<file path="src/sv/lbpe_pkg.sv">
package lbpe_pkg;

    localparam int VRAM_BYTES      = 8192;
    localparam int VRAM_AW         = 13;
    localparam int DEF_SCREEN_WIDTH = 160;
    localparam int SCREEN_HEIGHT   = 144;
    localparam int LINE_TICKS      = 114;
    localparam int SEARCH_TICKS    = 20;
    localparam int LAST_LINE       = 153;
    localparam int IN_QUEUE_DEPTH  = 4;
    localparam int OUT_QUEUE_DEPTH = 2;

    localparam logic [1:0] FUNC_TICK  = 2'd0;
    localparam logic [1:0] FUNC_WRITE = 2'd1;
    localparam logic [1:0] FUNC_READ  = 2'd2;

    localparam logic [1:0] MODE_HBLANK = 2'd0;
    localparam logic [1:0] MODE_VBLANK = 2'd1;
    localparam logic [1:0] MODE_SEARCH = 2'd2;
    localparam logic [1:0] MODE_XFER   = 2'd3;

    localparam logic [2:0] CFG_LCD_CONTROL  = 3'd0;
    localparam logic [2:0] CFG_SCROLL_Y     = 3'd1;
    localparam logic [2:0] CFG_SCROLL_X     = 3'd2;
    localparam logic [2:0] CFG_LINE_COMPARE = 3'd3;
    localparam logic [2:0] CFG_BG_PALETTE   = 3'd4;

    typedef struct packed {
        logic [1:0]  func;
        logic [12:0] vram_address;
        logic [7:0]  vram_data;
    } t_item_in;

    typedef struct packed {
        logic [1:0] mode;
        logic [7:0] line;
        logic       line_match;
        logic [2:0] pixel_count;
        logic [7:0] pixel_x;
        logic [1:0] shade_a;
        logic [1:0] shade_b;
        logic [1:0] shade_c;
        logic [1:0] shade_d;
        logic       frame_done;
        logic [7:0] read_data;
    } t_result;

    typedef enum logic [1:0] {
        OP_TICK,
        OP_WRITE,
        OP_READ,
        OP_NOP
    } t_op;

    typedef struct packed {
        t_op         op;
        logic [12:0] addr;
        logic [7:0]  data;
    } t_front_item;

    typedef enum logic [2:0] {
        ST_IDLE,
        ST_RD,
        ST_MAP,
        ST_TILE,
        ST_HI
    } t_state;

endpackage

</file>
<file path="src/sv/lbpe_fifo.sv">
module lbpe_fifo
    import lbpe_pkg::*;
#(
    parameter type T     = t_result,
    parameter int  DEPTH = OUT_QUEUE_DEPTH
) (
    input  logic i_clk,
    input  logic i_rst_n,
    input  logic i_push,
    input  T     i_data,
    output logic o_full,
    output logic o_empty,
    input  logic i_pop,
    output T     o_data
);
    localparam int PW = (DEPTH > 1) ? $clog2(DEPTH) : 1;
    localparam int CW = $clog2(DEPTH + 1);

    T                r_mem [DEPTH];
    logic [PW-1:0]   r_wr;
    logic [PW-1:0]   r_rd;
    logic [CW-1:0]   r_cnt;
    logic            wr_en;
    logic            rd_en;

    assign o_full  = (r_cnt == CW'(DEPTH));
    assign o_empty = (r_cnt == '0);
    assign wr_en   = i_push && !o_full;
    assign rd_en   = i_pop && !o_empty;
    assign o_data  = r_mem[r_rd];

    always_ff @(posedge i_clk) begin
        if (!i_rst_n) begin
            r_wr  <= '0;
            r_rd  <= '0;
            r_cnt <= '0;
        end else begin
            if (wr_en) begin
                r_wr <= (r_wr == PW'(DEPTH - 1)) ? '0 : r_wr + 1'b1;
            end
            if (rd_en) begin
                r_rd <= (r_rd == PW'(DEPTH - 1)) ? '0 : r_rd + 1'b1;
            end
            case ({wr_en, rd_en})
                2'b10:   r_cnt <= r_cnt + 1'b1;
                2'b01:   r_cnt <= r_cnt - 1'b1;
                default: r_cnt <= r_cnt;
            endcase
        end
    end

    always_ff @(posedge i_clk) begin
        if (wr_en) begin
            r_mem[r_wr] <= i_data;
        end
    end

endmodule

</file>
<file path="config.mk">
export PLATFORM = sky130hd
export DESIGN_NAME = lbpe_fifo
export DESIGN_NICKNAME = d
export VERILOG_FILES = /design/src/sv/lbpe_pkg.sv /design/src/sv/lbpe_fifo.sv
export SDC_FILE = /design/constraint.sdc
export NUM_CORES = 1
export LEC_CHECK = 0
export ABC_CLOCK_PERIOD_IN_PS = 3200
export BUFFER_PORTS_ARGS = -buffer_cell sky130_fd_sc_hd__buf_2
export CORE_MARGIN = 1
export CORE_UTILIZATION = 55
export CTS_CLUSTER_SIZE = 20
export DETAILED_ROUTE_END_ITERATION = 10
export PLACE_DENSITY = 0.91
export SETUP_SLACK_MARGIN = 0.02
export SLEW_MARGIN = 25
export SYNTH_ARGS = -nofsm -noshare
export SYNTH_HDL_FRONTEND = slang
export SYNTH_SLANG_ARGS = --single-unit
</file>
<file path="constraint.sdc">
create_clock -name i_clk -period 3.2 [get_ports i_clk]
set_input_delay 0.16 -clock i_clk [delete_from_list [all_inputs] [get_ports i_clk]]
set_output_delay 0.16 -clock i_clk [all_outputs]
set_load 0.01 [all_outputs]
</file>
Yosys cells after proc, flatten, opt, wreduce, memory -nomap -nowiden --
Memory sizes are Yosys's and may differ from the RTL's. A register that Yosys moved wholly into a read port is not among the register bits. Cells that the tools add are included. W data, S select, Z words.
Word-level totals: memories 1, flip-flop bits (word level) 4, bits in writable memories 78, word-level logic and storage cells 24
Cells by class: equal/unequal tests 3, mux-type cells 7, reduce and logical (&&, ||, !) cells 6, $add $sub $neg 4
Memory list:
- r_mem | depth 2, bits a word 39, rd ports 1, clocked after Yosys merged registers in 1, write ports 1, line lbpe_fifo.sv:19 | T r_mem [DEPTH];
Operator list (number):
- $mux W1 | 6
- $eq A2 B2 Y1 const B | 2
- $pmux W2 S2 | 1
- $add A1 B1 Y1 const B | 2
- $add A2 B1 Y2 const B | 1
- $eq A2 B1 Y1 const B | 1
- $logic_and A1 B1 Y1 | 2
- $logic_not A1 Y1 | 2
- $logic_not A2 Y1 | 1
- $reduce_bool A2 Y1 | 1
- $sub A2 B1 Y2 const B | 1

Logic depth before layout (Yosys ltp) --
depth in word-level cells 5, depth in mapped cells 6

Least setup slack after synthesis --
Ideal clock, no wire load.
kind reg-to-reg, start point reg r_cnt[0], end point mem r_mem[0][0] (netlist bit) (enable), library setup time 0.394 ns, arrival 1.695 ns, path slack 1.112 ns, period minus slack after synthesis 2.088 ns, stages on the path, launching flop included 5, buffers on the path 0, cells stage by stage dfxtp_1 > nand2b_2 > inv_2 > or3_1 > inv_1
Between the ends: longest elaborated chain between the ends 5
RTL lines:
- from (decl) | line lbpe_fifo.sv:22 | logic [CW-1:0] r_cnt;
- from (signal assigned) | line lbpe_fifo.sv:45 | 2'b10: r_cnt <= r_cnt + 1'b1;
- from (signal assigned) | line lbpe_fifo.sv:46 | 2'b01: r_cnt <= r_cnt - 1'b1;
- from (signal assigned) | line lbpe_fifo.sv:47 | default: r_cnt <= r_cnt;
- $eq A2 B2 Y1 | line lbpe_fifo.sv:26 | assign o_full = (r_cnt == CW'(DEPTH));
- named net o_full | line lbpe_fifo.sv:11 | output logic o_full,
- $logic_not A1 Y1 | line lbpe_fifo.sv:28 | assign wr_en = i_push && !o_full;
- $logic_and A1 B1 Y1 | line lbpe_fifo.sv:28
- $mux W1 | line lbpe_fifo.sv:53 | if (wr_en) begin
- $mux W1 (implied by the code) | line lbpe_fifo.sv:54 | r_mem[r_wr] <= i_data;
- to (decl) | line lbpe_fifo.sv:19
The timed path passes the listed nets, and every way through them passes these cells.

==> summary.txt <==
Synthesis
  • Synth warn: 0
  • Compound-cell area share of the yosys netlist: 1.07%
  • Post-synthesis mux area share: 14.4%
  • Post-synth EDFFs: 78
  • Top_reg_cell synth: edfxtp_1
  • Syn Area/Cell: 20.7 µm²
  • Synthesized cell area: 3040 µm²
  • Synth Area in XOR/XNOR: 0.864%
  • Yosys reg bits: 83
  • Seq/Total Area, Yosys: 80.3%
  • Syn nets: 191
  • Post-Synth Adder-Cell Area: 0.412%
  • Largest family of logic cells by synthesized area: multiplexers
  • Unique masters post-synth: 19
  • Simple-Gate Fraction of Synth Area: 1.77%
  • Ys async rst share: 0%
  • Post-Synthesis Cells: 147

Critical path
  • Beginning of the worst register-to-register path: r_cnt[0]$_SDFFE_PN0P_
  • Reg-to-Reg End: r_mem[1][26]$_DFFE_PP_
  • Cells on worst reg2reg path: 2
  • Kind of end point of the critical path: output pin
  • Startpoint types: register
  • CP arrival: 1.84 ns
  • Worst EP required: 3.04 ns
  • CP Max Fanout: 39
  • Kind of critical path: register to output pin
  • Reg2reg setup slack: 1.43 ns

Cells and area
  • Post-layout nets: 304
  • Final instance area: 3930 µm²
  • Fraction of layout cells with a size suffix above 1: 53.6%
  • Number of diodes: 0
  • FF/Latch Area: 2440 µm²
  • Area delta synth->final: 29.3%
  • Area of the multi-input gates: 566 µm²
  • Fillers: 323

Clock tree
  • Clock net sink count: 83
  • Worst-Skew Late Latency: 0.34 ns
  • Clk pin slew, worst setup/hold paths: 0.08 ns
  • Clk root buf: clkbuf_8
  • CTS H-tree lvls: 3
  • Inserted Clock Buffers: 9
  • CTS tree: built
  • Clock Tree Buf Depth: 2
  • Post-CTS Repair Setup Buffers: 0

GRT
  • Largest net degree at the start of global routing: 40
  • Grt ovf: 0
  • Vias in the first global route: 1719
  • First-pass GRT wire length: 7890 µm
  • Global Route Usage Sum: 18.6%
  • Initial antenna violation count: 0

STA
  • Final Hold Fails: 0
  • Setup Skew: 0.0116 ns
  • Crit share post-route: 62.5%
  • PnR worst setup slack: 1.20 ns
  • Final min period: 2.00 ns
  • Actual slew at the worst max-slew pin: 0.899 ns
  • # setup viols final: 0
  • Final Max Tran Viols: 0
  • Unrepaired setup endpoints after global routing: false
  • Max Clk Rate: 0.500 GHz
  • Setup TNS Final: 0 ns
  • Max-slew headroom: 40.1%

Worst hold path
  • Min-delay src: i_data[33]
  • Hold path cells: 1
  • Hold endpoint: r_mem[1][33]$_DFFE_PP_
  • Worst hold path class: input pin to register

Die
  • Initial core utilization: 58.4%
  • Ports: 84
  • Row count: 26
  • Die ar.: 5830 µm²
  • Die Y: 76.4 µm
  • Total core area: 5200 µm²
  • Die X: 76.4 µm

Placed design
  • Detailed placement HPWL: 3180 µm
  • Worst slack, placed: 1.42 ns
  • Routability Congestion: 0.677
  • Port Buffer Count: 83
  • DP Area: 3540 µm²

Status
  • Run status: finished, final reports clean

Drt
  • Vias: 1693
  • Residual DRC: 0
  • DR pass1 iterations: 4
  • DRT Wirelength: 5150 µm
  • DRT iter0 DRCs: 69
  • Vias per std cell: 5.05
  • Drt wl/cell: 15.4 µm
  • Post-route ant nets: 0

Power
  • PwrDens: 744 nW/µm²
  • LEAKAGE: 1.50 nW
  • VDD IR max: 0.645 mV

Flow run
  • Max Cap Viol: 0
[placed cells by master, fill, tap and decap left out, types with 3 or more instances in the layout]
cell / synthesis / routed
buf_2: 3 / 83
clkbuf_8: 0 / 9
clkinv_2: 0 / 3
dfxtp_1: 5 / 4
dlygate4sd3_1: 0 / 21
edfxtp_1: 78 / 78
mux2_2: 39 / 39
xnor2_1: 3 / 3
[report_power, final]
part	switching [mW]	total, mW	internal [mW]
Clock	0.340	0.694	0.354
Sequential	0.116	1.49	1.37
Combinational	0.346	0.741	0.396
[stage by stage]
step                      util [%]  power [mW]  std cells  hold WS [ns]
final                         75.6        2.93        335        0.0135
after global routing          75.6        3.07        335      0.000986
after CTS                     74.0        2.95        327      0.000573
after detailed placement      68.0        2.24        298         0.353
after global placement        68.0        2.22        298         0.348
after floorplan                  -        1.96        147         0.259
[worst max-delay path by stage]
stage	startpoint	end	slack (ns)	cells after the start
global route	register	o_data[19]	1.07	2
detailed placement	r_cnt[0]$_SDFFE_PN0P_	r_mem[1][24]$_DFFE_PP_	1.42	2
CTS	register	o_data[28]	1.14	2
global placement	r_cnt[0]$_SDFFE_PN0P_	r_mem[1][24]$_DFFE_PP_	1.43	2
finish	register	o_data[28]	1.20	2
floorplan	r_cnt[0]$_SDFFE_PN0P_	r_mem[0][0]$_DFFE_PP_	1.11	4
[critical path: stages, from the launching register on]
cell and delay (ns):
dfxtp_2 0.92, mux2_2 0.44, buf_2 0.14
[timing repair]
action,in CTS,in global routing
hold buffers,13,8
gates resized for setup,0,0
setup endpoints to repair,0,0
hold endpoints to repair,24,16
[layer usage]
layer	global-route usage (%)	share of wire, %	vias to the layer above
met5	0	0	-
met4	12.3	2.7	0
met1	22.9	41	807
met3	4.67	5.1	15
li1	-	-	794
met2	29.1	51	77
[synthesized netlist by cell type (2+ instances only)]
cell type  instances  area [µm²]
a21boi_1           2        15.0
xnor2_1            3        26.3
inv_1              2        7.51
buf_2              3        15.0
or3_1              2        12.5
edfxtp_1          78        2340
o21ai_0            2        10.0
nor2b_1            2        12.5
mux2_2            39         439
dfxtp_1            5         100
[cell families after synthesis]
logic type               count (synthesis)
XOR/XNOR                                 3
multiplexers                            39
AND/OR/NAND/NOR                          9
buffers and inverters                    7
adder cells (fa/ha/maj)                  1
AO/OA/AOI/OAI                            5
flip-flops                              83
[sequential cells by signal (all words and copies together) (netlist names), named ones only]
signal and flops:
r_cnt 2, r_mem 78, r_rd 1, r_wr 1
[cell type report]
cell class,count,share of cell area [%]
clock buffer,10,3.25
clock inverter,6,1.43
multi-input combinational,57,14.4
sequential,83,62.1
tap,70,2.23
timing repair buffer,106,16.3
inverter,3,0.286
Note: power is estimated with default switching activity, not from simulation.
