### config.mk
export PLATFORM = sky130hd
export DESIGN_NAME = lbpe_front
export DESIGN_NICKNAME = d
export VERILOG_FILES = /design/src/sv/lbpe_pkg.sv /design/src/sv/lbpe_fifo.sv /design/src/sv/lbpe_front.sv
export SDC_FILE = /design/constraint.sdc
export NUM_CORES = 1
export LEC_CHECK = 0
export BUFFER_PORTS_ARGS = -buffer_cell sky130_fd_sc_hd__buf_2
export CAP_MARGIN = 20
export CORE_ASPECT_RATIO = 0.9
export CORE_UTILIZATION = 50
export DETAILED_ROUTE_END_ITERATION = 7
export GPL_ROUTABILITY_DRIVEN = 0
export HOLD_SLACK_MARGIN = 0.15
export MAX_ROUTING_LAYER = met4
export PLACE_DENSITY_LB_ADDON = 0.12
export SLEW_MARGIN = 15
export SYNTH_ARGS = -nofsm -noshare
export SYNTH_HDL_FRONTEND = slang
export SYNTH_HIERARCHICAL = 1
export SYNTH_SLANG_ARGS = --single-unit
### constraint.sdc
create_clock -name i_clk -period 2.22 [get_ports i_clk]
set_input_delay 0.444 -clock i_clk [delete_from_list [all_inputs] [get_ports i_clk]]
set_output_delay 0.444 -clock i_clk [all_outputs]
set_load 0.01 [all_outputs]
### src/sv/lbpe_pkg.sv
package lbpe_pkg;

    localparam int VRAM_BYTES      = 8192;
    localparam int VRAM_AW         = 13;
    localparam int DEF_SCREEN_WIDTH = 160;
    localparam int SCREEN_HEIGHT   = 144;
    localparam int LINE_TICKS      = 114;
    localparam int SEARCH_TICKS    = 20;
    localparam int LAST_LINE       = 153;
    localparam int IN_QUEUE_DEPTH  = 4;
    localparam int OUT_QUEUE_DEPTH = 2;

    localparam logic [1:0] FUNC_TICK  = 2'd0;
    localparam logic [1:0] FUNC_WRITE = 2'd1;
    localparam logic [1:0] FUNC_READ  = 2'd2;

    localparam logic [1:0] MODE_HBLANK = 2'd0;
    localparam logic [1:0] MODE_VBLANK = 2'd1;
    localparam logic [1:0] MODE_SEARCH = 2'd2;
    localparam logic [1:0] MODE_XFER   = 2'd3;

    localparam logic [2:0] CFG_LCD_CONTROL  = 3'd0;
    localparam logic [2:0] CFG_SCROLL_Y     = 3'd1;
    localparam logic [2:0] CFG_SCROLL_X     = 3'd2;
    localparam logic [2:0] CFG_LINE_COMPARE = 3'd3;
    localparam logic [2:0] CFG_BG_PALETTE   = 3'd4;

    typedef struct packed {
        logic [1:0]  func;
        logic [12:0] vram_address;
        logic [7:0]  vram_data;
    } t_item_in;

    typedef struct packed {
        logic [1:0] mode;
        logic [7:0] line;
        logic       line_match;
        logic [2:0] pixel_count;
        logic [7:0] pixel_x;
        logic [1:0] shade_a;
        logic [1:0] shade_b;
        logic [1:0] shade_c;
        logic [1:0] shade_d;
        logic       frame_done;
        logic [7:0] read_data;
    } t_result;

    typedef enum logic [1:0] {
        OP_TICK,
        OP_WRITE,
        OP_READ,
        OP_NOP
    } t_op;

    typedef struct packed {
        t_op         op;
        logic [12:0] addr;
        logic [7:0]  data;
    } t_front_item;

    typedef enum logic [2:0] {
        ST_IDLE,
        ST_RD,
        ST_MAP,
        ST_TILE,
        ST_HI
    } t_state;

endpackage

### src/sv/lbpe_fifo.sv
module lbpe_fifo
    import lbpe_pkg::*;
#(
    parameter type T     = t_result,
    parameter int  DEPTH = OUT_QUEUE_DEPTH
) (
    input  logic i_clk,
    input  logic i_rst_n,
    input  logic i_push,
    input  T     i_data,
    output logic o_full,
    output logic o_empty,
    input  logic i_pop,
    output T     o_data
);
    localparam int PW = (DEPTH > 1) ? $clog2(DEPTH) : 1;
    localparam int CW = $clog2(DEPTH + 1);

    T                r_mem [DEPTH];
    logic [PW-1:0]   r_wr;
    logic [PW-1:0]   r_rd;
    logic [CW-1:0]   r_cnt;
    logic            wr_en;
    logic            rd_en;

    assign o_full  = (r_cnt == CW'(DEPTH));
    assign o_empty = (r_cnt == '0);
    assign wr_en   = i_push && !o_full;
    assign rd_en   = i_pop && !o_empty;
    assign o_data  = r_mem[r_rd];

    always_ff @(posedge i_clk) begin
        if (!i_rst_n) begin
            r_wr  <= '0;
            r_rd  <= '0;
            r_cnt <= '0;
        end else begin
            if (wr_en) begin
                r_wr <= (r_wr == PW'(DEPTH - 1)) ? '0 : r_wr + 1'b1;
            end
            if (rd_en) begin
                r_rd <= (r_rd == PW'(DEPTH - 1)) ? '0 : r_rd + 1'b1;
            end
            case ({wr_en, rd_en})
                2'b10:   r_cnt <= r_cnt + 1'b1;
                2'b01:   r_cnt <= r_cnt - 1'b1;
                default: r_cnt <= r_cnt;
            endcase
        end
    end

    always_ff @(posedge i_clk) begin
        if (wr_en) begin
            r_mem[r_wr] <= i_data;
        end
    end

endmodule

### src/sv/lbpe_front.sv
module lbpe_front
    import lbpe_pkg::*;
#(
    parameter int DEPTH = IN_QUEUE_DEPTH
) (
    input  logic        i_clk,
    input  logic        i_rst_n,
    input  logic        i_push,
    input  t_item_in    i_item,
    output logic        o_full,
    output logic        o_empty,
    input  logic        i_pop,
    output t_front_item o_item
);
    t_front_item cls;

    always_comb begin
        cls.addr = i_item.vram_address;
        cls.data = i_item.vram_data;
        unique case (i_item.func)
            FUNC_TICK:  cls.op = OP_TICK;
            FUNC_WRITE: cls.op = OP_WRITE;
            FUNC_READ:  cls.op = OP_READ;
            default:    cls.op = OP_NOP;
        endcase
    end

    lbpe_fifo #(.T(t_front_item), .DEPTH(DEPTH)) u_queue (
        .i_clk   (i_clk),
        .i_rst_n (i_rst_n),
        .i_push  (i_push),
        .i_data  (cls),
        .o_full  (o_full),
        .o_empty (o_empty),
        .i_pop   (i_pop),
        .o_data  (o_item)
    );

endmodule

== Word-level counts from Yosys, hierarchy flattened ==
Memory sizes are Yosys's and may differ from the RTL's. A register that Yosys moved wholly into a read port is not among the register bits.
Cells that the tools add are included.

* Equal/unequal tests: 7
* Add/sub/neg operators: 4
* Reductions and logical operators: 7
* Mux-type cells: 8

{| class="wikitable"
|+ Operators with widths
! operator !! count
|-
| $eq A2 B2 Y1 const B || 4
|-
| $mux W2 || 4
|-
| $pmux W2 S3 || 1
|-
| $pmux W3 S2 || 1
|-
| $add A2 B1 Y2 const B || 2
|-
| $eq A2 B1 Y1 const B || 2
|-
| $add A3 B1 Y3 const B || 1
|-
| $eq A3 B3 Y1 const B || 1
|-
| $logic_not A3 Y1 || 1
|-
| $sub A3 B1 Y3 const B || 1
|-
| $logic_and A1 B1 Y1 || 2
|-
| $logic_not A1 Y1 || 2
|-
| $logic_not A2 Y1 || 1
|-
| $mux W1 || 2
|-
| $reduce_bool A2 Y1 || 1
|}

* Memories: 1
* Word-level logic and storage cells: 30
* Flip-flop bits (word level): 7
* RAM bits: 92

{| class="wikitable"
|+ Memories
! memory !! words !! width !! read ports !! clocked after Yosys merged registers in !! write ports !! line !! RTL
|-
| u_queue.r_mem || 4 || 23 || 1 || 1 || 1 || lbpe_fifo.sv:19 || <nowiki>T r_mem [DEPTH];</nowiki>
|}

== Longest topological paths before layout ==
* Word-level depth: 5
* Mapped depth: 10

== By module ==
Netlist, hierarchy kept.

{| class="wikitable"
|+ By module, submodules not included
! module !! sequential area each (um2) !! times used !! cells an instance !! area each (um2)
|-
| lbpe_fifo || 2942.8 || 1 || 176 || 3847.4
|-
| lbpe_front || 0.0 || 1 || 2 || 7.5
|}

== Least setup slack after synthesis ==
Ideal clock, no wire load.

* Path kind: reg-to-reg
* Start: reg u_queue.r_cnt[2]
* End: reg u_queue.r_cnt[2]
* Stages on the path, launching flop included: 11
* Setup slack: 0.108 ns
* Setup time: 0.076 ns
* Period minus slack after synthesis: 2.112 ns
* Arrival time: 2.036 ns
* Required time: 2.144 ns
* Cells stage by stage: dfxtp_1 -> nor3b_2 -> nor2b_1 -> buf_2 -> inv_1 -> ha_1 -> inv_1 -> fa_1 -> xor2_1 -> or3_1 -> a21boi_0

* Cells in the longest elaborated chain, start to end: 5

{| class="wikitable"
|+ RTL lines
! item !! line !! RTL
|-
| from (decl) || lbpe_fifo.sv:22 || <nowiki>logic [CW-1:0] r_cnt;</nowiki>
|-
| from (signal assigned) || lbpe_fifo.sv:45 || <nowiki>2'b10: r_cnt <= r_cnt + 1'b1;</nowiki>
|-
| from (signal assigned) || lbpe_fifo.sv:46 || <nowiki>2'b01: r_cnt <= r_cnt - 1'b1;</nowiki>
|-
| from (signal assigned) || lbpe_fifo.sv:47 || <nowiki>default: r_cnt <= r_cnt;</nowiki>
|-
| $eq A3 B3 Y1 * || lbpe_fifo.sv:26 || <nowiki>assign o_full = (r_cnt == CW'(DEPTH));</nowiki>
|-
| via o_full || lbpe_front.sv:10 || <nowiki>output logic o_full,</nowiki>
|-
| $logic_not A1 Y1 * || lbpe_fifo.sv:28 || <nowiki>assign wr_en = i_push && !o_full;</nowiki>
|-
| $logic_and A1 B1 Y1 * || lbpe_fifo.sv:28 ||
|-
| $eq A2 B1 Y1 or $eq A2 B2 Y1 (tied branches) || lbpe_fifo.sv:44 || <nowiki>case ({wr_en, rd_en})</nowiki>
|-
| $pmux W3 S2 or $reduce_bool A2 Y1 (tied branches) || n/a ||
|}

The timed path passes the listed nets; every way through them passes the cells marked *.
A chain may end at the register's enable or synchronous reset.

==> reports/results.ini <==
[place]
port-buffer-count=51
post_dp_cell_area_um2=4250
dp_cells=326
dp_hpwl_mm=4.10
post-place-ws_ns=0.101

[yosys]
synth_area_per_cell_um2=21.7
synthMuxAreaShare=0.142
synth_fp_nets=212
yosys.cell_types.count=25
synth_adder_area_share=0.0247
ys_seq_area_frac=0.763
ys_warn_count=6
synth_compound_area_frac=0.00909
synth_top_family_by_area=multiplexers
synthSimpleGateAreaFrac=0.0289
yosys_register_bits=101
syn_inst=178
synth_xor_area_frac=0.00454
syn_area_um2=3850

[clock_network]
cts_tree=done
clkSinkCount=101
h-tree-depth=3
clkTransAtPathRegs_ns=0.09
clkLatencyLatePin_ns=0.35
postCtsSetupBuffers=0
cts-root-buf=clkbuf_8
numCtsBuffers=9
cts_buffer_depth=2

[floorplanning]
die_w_um=94.6
rows=29
dieArea_um2=8070
start_util=0.531
die_y_um=85.3
ios=52
core_area_um2=7260

[timing]
whs_ns=0.304
fmax_ghz=0.474
worst_slew_pin_slew_ns=0.393
final_max_slew_viol_count=0
skew_ns=0.00663
slew_headroom=0.736
setup_viol=0
rsz0062_at_grt=no
hold_viol=0
fin_setup_tns_ns=0
min_period_ns=2.11
period_share=0.950
setup_ws_ns=0.112

[grt]
grt_pass1_vias=1953
grt_use_total=0.170
grt_pass1_wl_mm=9.53
grt-ovfl-total=0
antenna_found_initial=0
grt_max_degree=18

[setup_path]
endpoint_kind=output port
arrival_ns=1.66
worstSetupStartpointType=register
cp.required_ns=1.78
cp_max_fo=9
crit_type=register to output port

[detailed_routing]
drc_errors=0
avgViaCountPerCell=5.30
antenna_left=0
drtIter0Drc=93
wl_mm=6.10
dr.pass1.iters=4
via_count=1801
wl_per_cell_um=17.9

[layout]
antenna_cells=0
area_delta_synth_final_pct=15.6
final_cells=340
postLayoutCellArea_um2=4460
fillCellCount=540
post_route_cells_drive_above_1_share=0.405
fin_nets=278
final_core_util=0.614

[flow_run]
cap_violations=0

[power_and_ir_drop]
total_power_mw=4.72
vdd_drop_max_uv=491
powerDensity_nw_per_um2=1060
leakagePower_nw=1.57

[worst_hold_path]
hp-class=primary input to register

[outcome]
status=completed

-- synthesized netlist by cell type --
cell / number / share of area
edfxtp_1: 92 / 0.72
mux4_2: 20 / 0.12
dfxtp_1: 9 / 0.047
inv_1: 7 / 0.0068
nand2_1: 7 / 0.0068
and2_1: 6 / 0.0097
ha_1: 6 / 0.019
o21ai_0: 4 / 0.0052
buf_2: 3 / 0.0039
clkbuf_1: 3 / 0.0029
mux4_1: 3 / 0.020
buf_12: 2 / 0.010
mux2i_1: 2 / 0.0052
nand3_1: 2 / 0.0026
nor2_1: 2 / 0.0019
a21boi_0: 1 / 0.0019
buf_6: 1 / 0.0029
fa_1: 1 / 0.0052
nor2b_1: 1 / 0.0016
nor3_1: 1 / 0.0013
nor3b_2: 1 / 0.0032
o31ai_1: 1 / 0.0019
or3_1: 1 / 0.0016
xnor2_1: 1 / 0.0023
xor2_1: 1 / 0.0023
-- critical path, stage by stage (launching register included) --
cell	delay [ns]
dfxtp_2	0.34
buf_4	0.22
mux4_1	0.60
buf_2	0.16
-- placed cells by master (no fill, tap or decap), types with 2 or more instances in the layout --
cell / synthesis / final
edfxtp_1: 92 / 92
buf_2: 3 / 51
mux4_2: 20 / 20
buf_4: 0 / 12
clkbuf_8: 0 / 9
dfxtp_1: 9 / 8
inv_1: 7 / 7
nand2_1: 7 / 7
and2_1: 6 / 6
ha_1: 6 / 6
o21ai_0: 4 / 4
mux4_1: 3 / 3
bufinv_16: 0 / 2
nor2_1: 2 / 2
mux2i_1: 2 / 2
nand3_1: 2 / 2
-- worst paths after layout --
check / from / end / slack [ns] / cells after the start
worst max-delay path: register / o_item[14] / 0.11 / 3
worst min-delay path: i_item[22] / u_queue/r_mem[0][22] / 0.30 / 1
worst max register to register: u_queue/r_cnt[2] / u_queue/r_cnt[2] / 0.16 / 9
worst min register to register: u_queue/r_wr[1] / u_queue/r_wr[1] / 0.53 / 2
-- report_power, final --
group          internal, mW  leakage (nW)  total [mW]  switching [mW]
combinational         0.584         0.545        1.17           0.584
sequential             2.30         0.918        2.39          0.0821
clock                 0.618         0.103        1.17           0.547
-- kinds of logic after synthesis --
logic type / count (synthesis)
adder cells (fa/ha/maj): 7
flip-flops: 101
buffers and inverters: 16
AND/OR/NAND/NOR: 21
AO/OA/AOI/OAI: 6
multiplexers: 25
XOR/XNOR: 2
-- final cells by class --
cell class | instances | area (µm²) | area share
Tap cell | 93 | 116 | 0.0261
Timing Repair Buffer | 64 | 357 | 0.0800
Inverter | 7 | 26.3 | 0.00589
Clock inverter | 5 | 77.6 | 0.0174
Multi-Input combinational cell | 61 | 813 | 0.182
Clock buffer | 9 | 124 | 0.0278
Sequential cell | 101 | 2940 | 0.660
-- state kept, by name, indices dropped and copies added (netlist names), named ones only --
signal	count
u_queue/r_wr	2
u_queue/r_mem	92
u_queue/r_rd	2
u_queue/r_cnt	3
-- metal layers --
metal | share of wire | wire length (µm) | track usage | up-vias
li1 | - | - | - | 837
met1 | 0.40 | 2450 | 0.187 | 915
met2 | 0.55 | 3330 | 0.296 | 42
met3 | 0.043 | 263 | 0.0609 | 7
met4 | 0.0090 | 55 | 0.0413 | 0
met5 | 0 | 0 | - | -
-- what timing repair did --
action / CTS / global route
gates resized for setup: 0 / 2
hold buffers: 0 / 0
endpoints found under the setup margin: 0 / 8
Note: power is estimated with default switching activity, not from simulation.
